File: config.mk
export PLATFORM = sky130hd
export DESIGN_NAME = pip_ram
export DESIGN_NICKNAME = d
export VERILOG_FILES = /design/src/hdl/pip_ram.sv
export SDC_FILE = /design/constraint.sdc
export NUM_CORES = 2
export LEC_CHECK = 0
export CAP_MARGIN = 10
export CELL_PAD_IN_SITES_DETAIL_PLACEMENT = 0
export CELL_PAD_IN_SITES_GLOBAL_PLACEMENT = 1
export CORE_MARGIN = 4
export CORE_UTILIZATION = 40
export DETAILED_ROUTE_END_ITERATION = 6
export DONT_BUFFER_PORTS = 1
export PLACE_DENSITY_LB_ADDON = 0.1
export REMOVE_ABC_BUFFERS = 1
export SLEW_MARGIN = 0
export SYNTH_ARGS = -nofsm -noshare
export SYNTH_HDL_FRONTEND = slang
export SYNTH_SLANG_ARGS = --single-unit
File: constraint.sdc
create_clock -name clk_i -period 4.4 [get_ports clk_i]
set_input_delay 0.66 -clock clk_i [delete_from_list [all_inputs] [get_ports clk_i]]
set_output_delay 0.66 -clock clk_i [all_outputs]
set_load 0.1 [all_outputs]
File: src/hdl/pip_ram.sv
// ----------------------------------------------------------------------------
// pip_ram
// generic single write port, single read port ram with registered read
// ----------------------------------------------------------------------------
module pip_ram #(
  parameter int WIDTH = 32,
  parameter int DEPTH = 64
) (
  input  logic                     clk_i,
  input  logic                     we_i,
  input  logic [$clog2(DEPTH)-1:0] waddr_i,
  input  logic [WIDTH-1:0]         wdata_i,
  input  logic                     re_i,
  input  logic [$clog2(DEPTH)-1:0] raddr_i,
  output logic [WIDTH-1:0]         rdata_o
);

  logic [WIDTH-1:0] mem_q [DEPTH];
  logic [WIDTH-1:0] rdata_q;

  always_ff @(posedge clk_i) begin
    if (we_i) begin
      mem_q[waddr_i] <= wdata_i;
    end
    if (re_i) begin
      rdata_q <= mem_q[raddr_i];
    end
  end

  assign rdata_o = rdata_q;

endmodule
==> run_results.csv <==
group,metric,value,unit
cells_and_area,post-route-util,46.56,%
clock_network,cts_hold_buffers,33,
timing,whs,120.6,ps
cells_and_area,drive_above_1_share,28.90,%
yosys,synth-edff-count,2080,
timing,fin_crit_sh,84.68,%
clock_network,clock-sinks,2080,
power,p_int,33.57,mW
route,route.met2.wl,105700,um
floorplan,die_h,451.9,um
timing,hold_viol,0,
floorplan,dieArea,0.2043,mm^2
power,p_seq_share,52.4,%
route,wirelength,218400,um
placed_design,dp.final_hpwl,111200,um
grt,grt_pass1_vias,37970,
power,switching_share,20.67,%
route,drt_first_pass_iters,6,
grt,antenna_found_initial,7,
route,maxUsedRoutingLayer,"met5",
grt,grt_start_max_net_pins,514,
clock_network,cts.clk_slew.worst_paths,60,ps
grt,grt_pass1_wl,301900,um
timing,period_minus_slack,3726,ps
yosys,yosys.area.top_type_share,79.23,%
clock_network,cts_htree_levels,4,
timing,drv_slew,161,
route,met3_wirelength,14530,um
route,ant_nets,0,
setup_path,r2r_setup_slack,1880,ps
yosys,yosysTopAreaCell,"edfxtp_1",
timing,fmaxAchievable,0.2684,GHz
cells_and_area,num-nets-final,3558,
setup_path,critical_path.cell_chain,"buf_16, buf_16, mux4_2, mux4_2, o22ai_1, nor2_1",
setup_path,arrival,4260,ps
floorplan,core-area,0.1954,mm^2
hold_path,hold_path.class,"input port to flop",
timing,tns,0,ps
clock_network,post_cts_buffers,0,
power,vdd_drop_max,0.3130,mV
placed_design,gp_congestion,0.7297,
timing,worstMarginPinSlew,2060,ps
yosys,synth-main-ff-cell,"edfxtp_1",
route,drt_first_iter_violations,3867,
yosys,synth_area,0.07884,mm^2
setup_path,critPathRequiredTime,4940,ps
setup_path,path_class,"input port to flop",
yosys,seq_area_frac_synth,79.23,%
timing,setup_viol,0,
setup_path,crit_fanout,112,
clock_network,clock_path_buffers,3,
run_status,status,"finished, violations left",
floorplan,die_x,451.9,um
timing,finClkSkew,22.97,ps
grt,grt_usage,21.35,%
power,finalPower,42.32,mW
clock_network,clk_latency,830,ps
power,powerDensity,465.2,mW/mm^2
floorplan,rows,162,
route,vias_per_cell,5.777,
setup_path,cpPeakStageDelay,730,ps
grt,overflow,0,
timing,relSlewSlack,-37.35,%
floorplan,start_util,40.35,%
setup_path,end_kind,"flop",
cells_and_area,syn2layout_area_growth,15.41,%
yosys,async_reset_ff_share,0,%
cells_and_area,num-fill-cells,16080,
cells_and_area,finalInstanceArea,0.09098,mm^2
route,vias,36500,
route,drc,0,
run,maxCapViolations,0,
yosys,synth.area.top_cells,"edfxtp_1 (79%), mux4_2 (16%), mux2i_1 (1.2%), o22ai_1 (0.67%), nor2_1 (0.65%)",
route,m1WireLength,91520,um
power,combPwrFrac,4.4,%
timing,rsz0062_at_grt,"false",
power,power.switching,8.748,mW
clock_network,cts_resized,0,
clock_network,cts_root_buf,"clkbuf_16",
power,leakagePower,28.01,nW
cells_and_area,regArea,0.06246,mm^2
cells_and_area,multi_input_area,0.01598,mm^2
placed_design,dpl_cell_area,0.08289,mm^2
clock_network,cts_made_buffers,218,
clock_network,cts_tree,"yes",
setup_path,cp_slowest_cell,"o22ai_1",
floorplan,ios,79,
yosys,synth.avg_cell_area,23.72,um^2
yosys,netlist_instances,3324,
power,clockPowerShare,43.2,%
yosys,yosys_register_bits,2080,
route,wire_per_inst,34.57,um
setup_path,cp-start-kind,"input port",
yosys,yosys_warnings,0,
run_status,violations,"max-slew violations",
yosys,synth.distinct_cells,33,
placed_design,io_buffers,0,
## power groups by stage
stage	Combinational, mW	Sequential, mW	Clock (mW)
6_report	1.86	22.2	18.3
5_1_grt	1.96	22.2	19.6
4_1_cts	1.73	22.2	18.7
3_5_place_dp	1.32	22.6	0
3_3_place_gp	1.31	22.6	0
2_1_floorplan	0.813	22.7	0
## cell families (layout without fill, tap and decap cells)
logic type / count (synthesis) / count (layout) / share of synthesized area, %
buf+inv: 182 / 550 / 1.124
other cells: 0 / 3 / 0
mux: 637 / 637 / 16.72
simple gates: 223 / 223 / 1.260
compound gates: 202 / 202 / 1.666
flops: 2080 / 2080 / 79.23
## sequential cells by signal, summed over array words and instances (netlist names)
| register | count |
|---|---|
| rdata_o | 32 |
| mem_q | 2048 |
## routing by layer
metal  vias up  track usage, %
li1      14720               -
met1     20150           29.67
met2      1292           34.18
met3       332           4.433
met4         4           6.577
met5         -               0
## cells in the mapped netlist, types with 2 or more instances
master,n
a21oi_1,62
a22oi_1,12
a311oi_1,8
a41o_1,4
and2_1,2
and3_1,4
buf_1,21
buf_2,57
buf_4,25
buf_6,5
clkbuf_1,74
edfxtp_1,2080
mux2i_1,93
mux4_2,544
nand2_1,26
nand2b_1,8
nand3_1,5
nand3b_1,5
nand4_1,2
nor2_1,137
nor2b_1,15
nor3_1,7
o221ai_1,27
o22ai_1,84
o32ai_1,4
or3_1,3
or3b_1,2
or3b_2,3
## final timing paths
| path | start | end | cells after the start |
|---|---|---|---|
| worst min-delay path | raddr_i[4] | rdata_o[14] | 2 |
| worst max register to register | mem_q[30][2] | rdata_o[2] | 4 |
| worst max-delay path | raddr_i[0] | rdata_o[30] | 6 |
| worst min register to register | mem_q[12][4] | rdata_o[4] | 4 |
## final cells by class
| type | instances | area share [%] |
|---|---|---|
| Sequential cell | 2080 | 68.65 |
| Multi-Input combinational cell | 1062 | 17.56 |
| Clock buffer | 266 | 6.241 |
| Tap cell | 2624 | 3.608 |
| Timing Repair Buffer | 149 | 2.401 |
| Clock inverter | 135 | 1.532 |
| Antenna cell | 3 | 0.008251 |
## through the flow
step,setup slack (ps),cells
final,674.3,6319
after CTS,1557,6312
after detailed placement,682.6,5878
after floorplan,732.3,3142
after global placement,671.8,5877
after global routing,523.0,6317
## critical path, delay by kind of cell
family          cells  cell delay (ps)
simple gates        1              120
mux                 2             1120
compound gates      1              730
buf+inv             2             1190
## layout by cell type, fill, tap and decap left out, types with 3 or more instances in the layout
cell type and count:
or3_1 3, edfxtp_1 2080, a41o_1 4, o221ai_1 27, nand2_1 26, nand3_1 5
and3_1 4, o32ai_1 4, diode_2 3, nand2b_1 5, or3b_2 3, clkinvlp_4 4
o22ai_1 84, nand3b_1 5, clkbuf_16 220, inv_6 9, mux2i_1 93, bufinv_16 29
buf_12 26, a21oi_1 62, mux4_2 544, clkinv_1 53, nor2_1 75, a311oi_1 8
buf_4 86, clkbuf_1 46, clkinv_2 38, nor2b_1 15, nor2_4 62, nor3_1 5
buf_16 37, a22oi_1 12
Power figures use the tool's default switching activity.
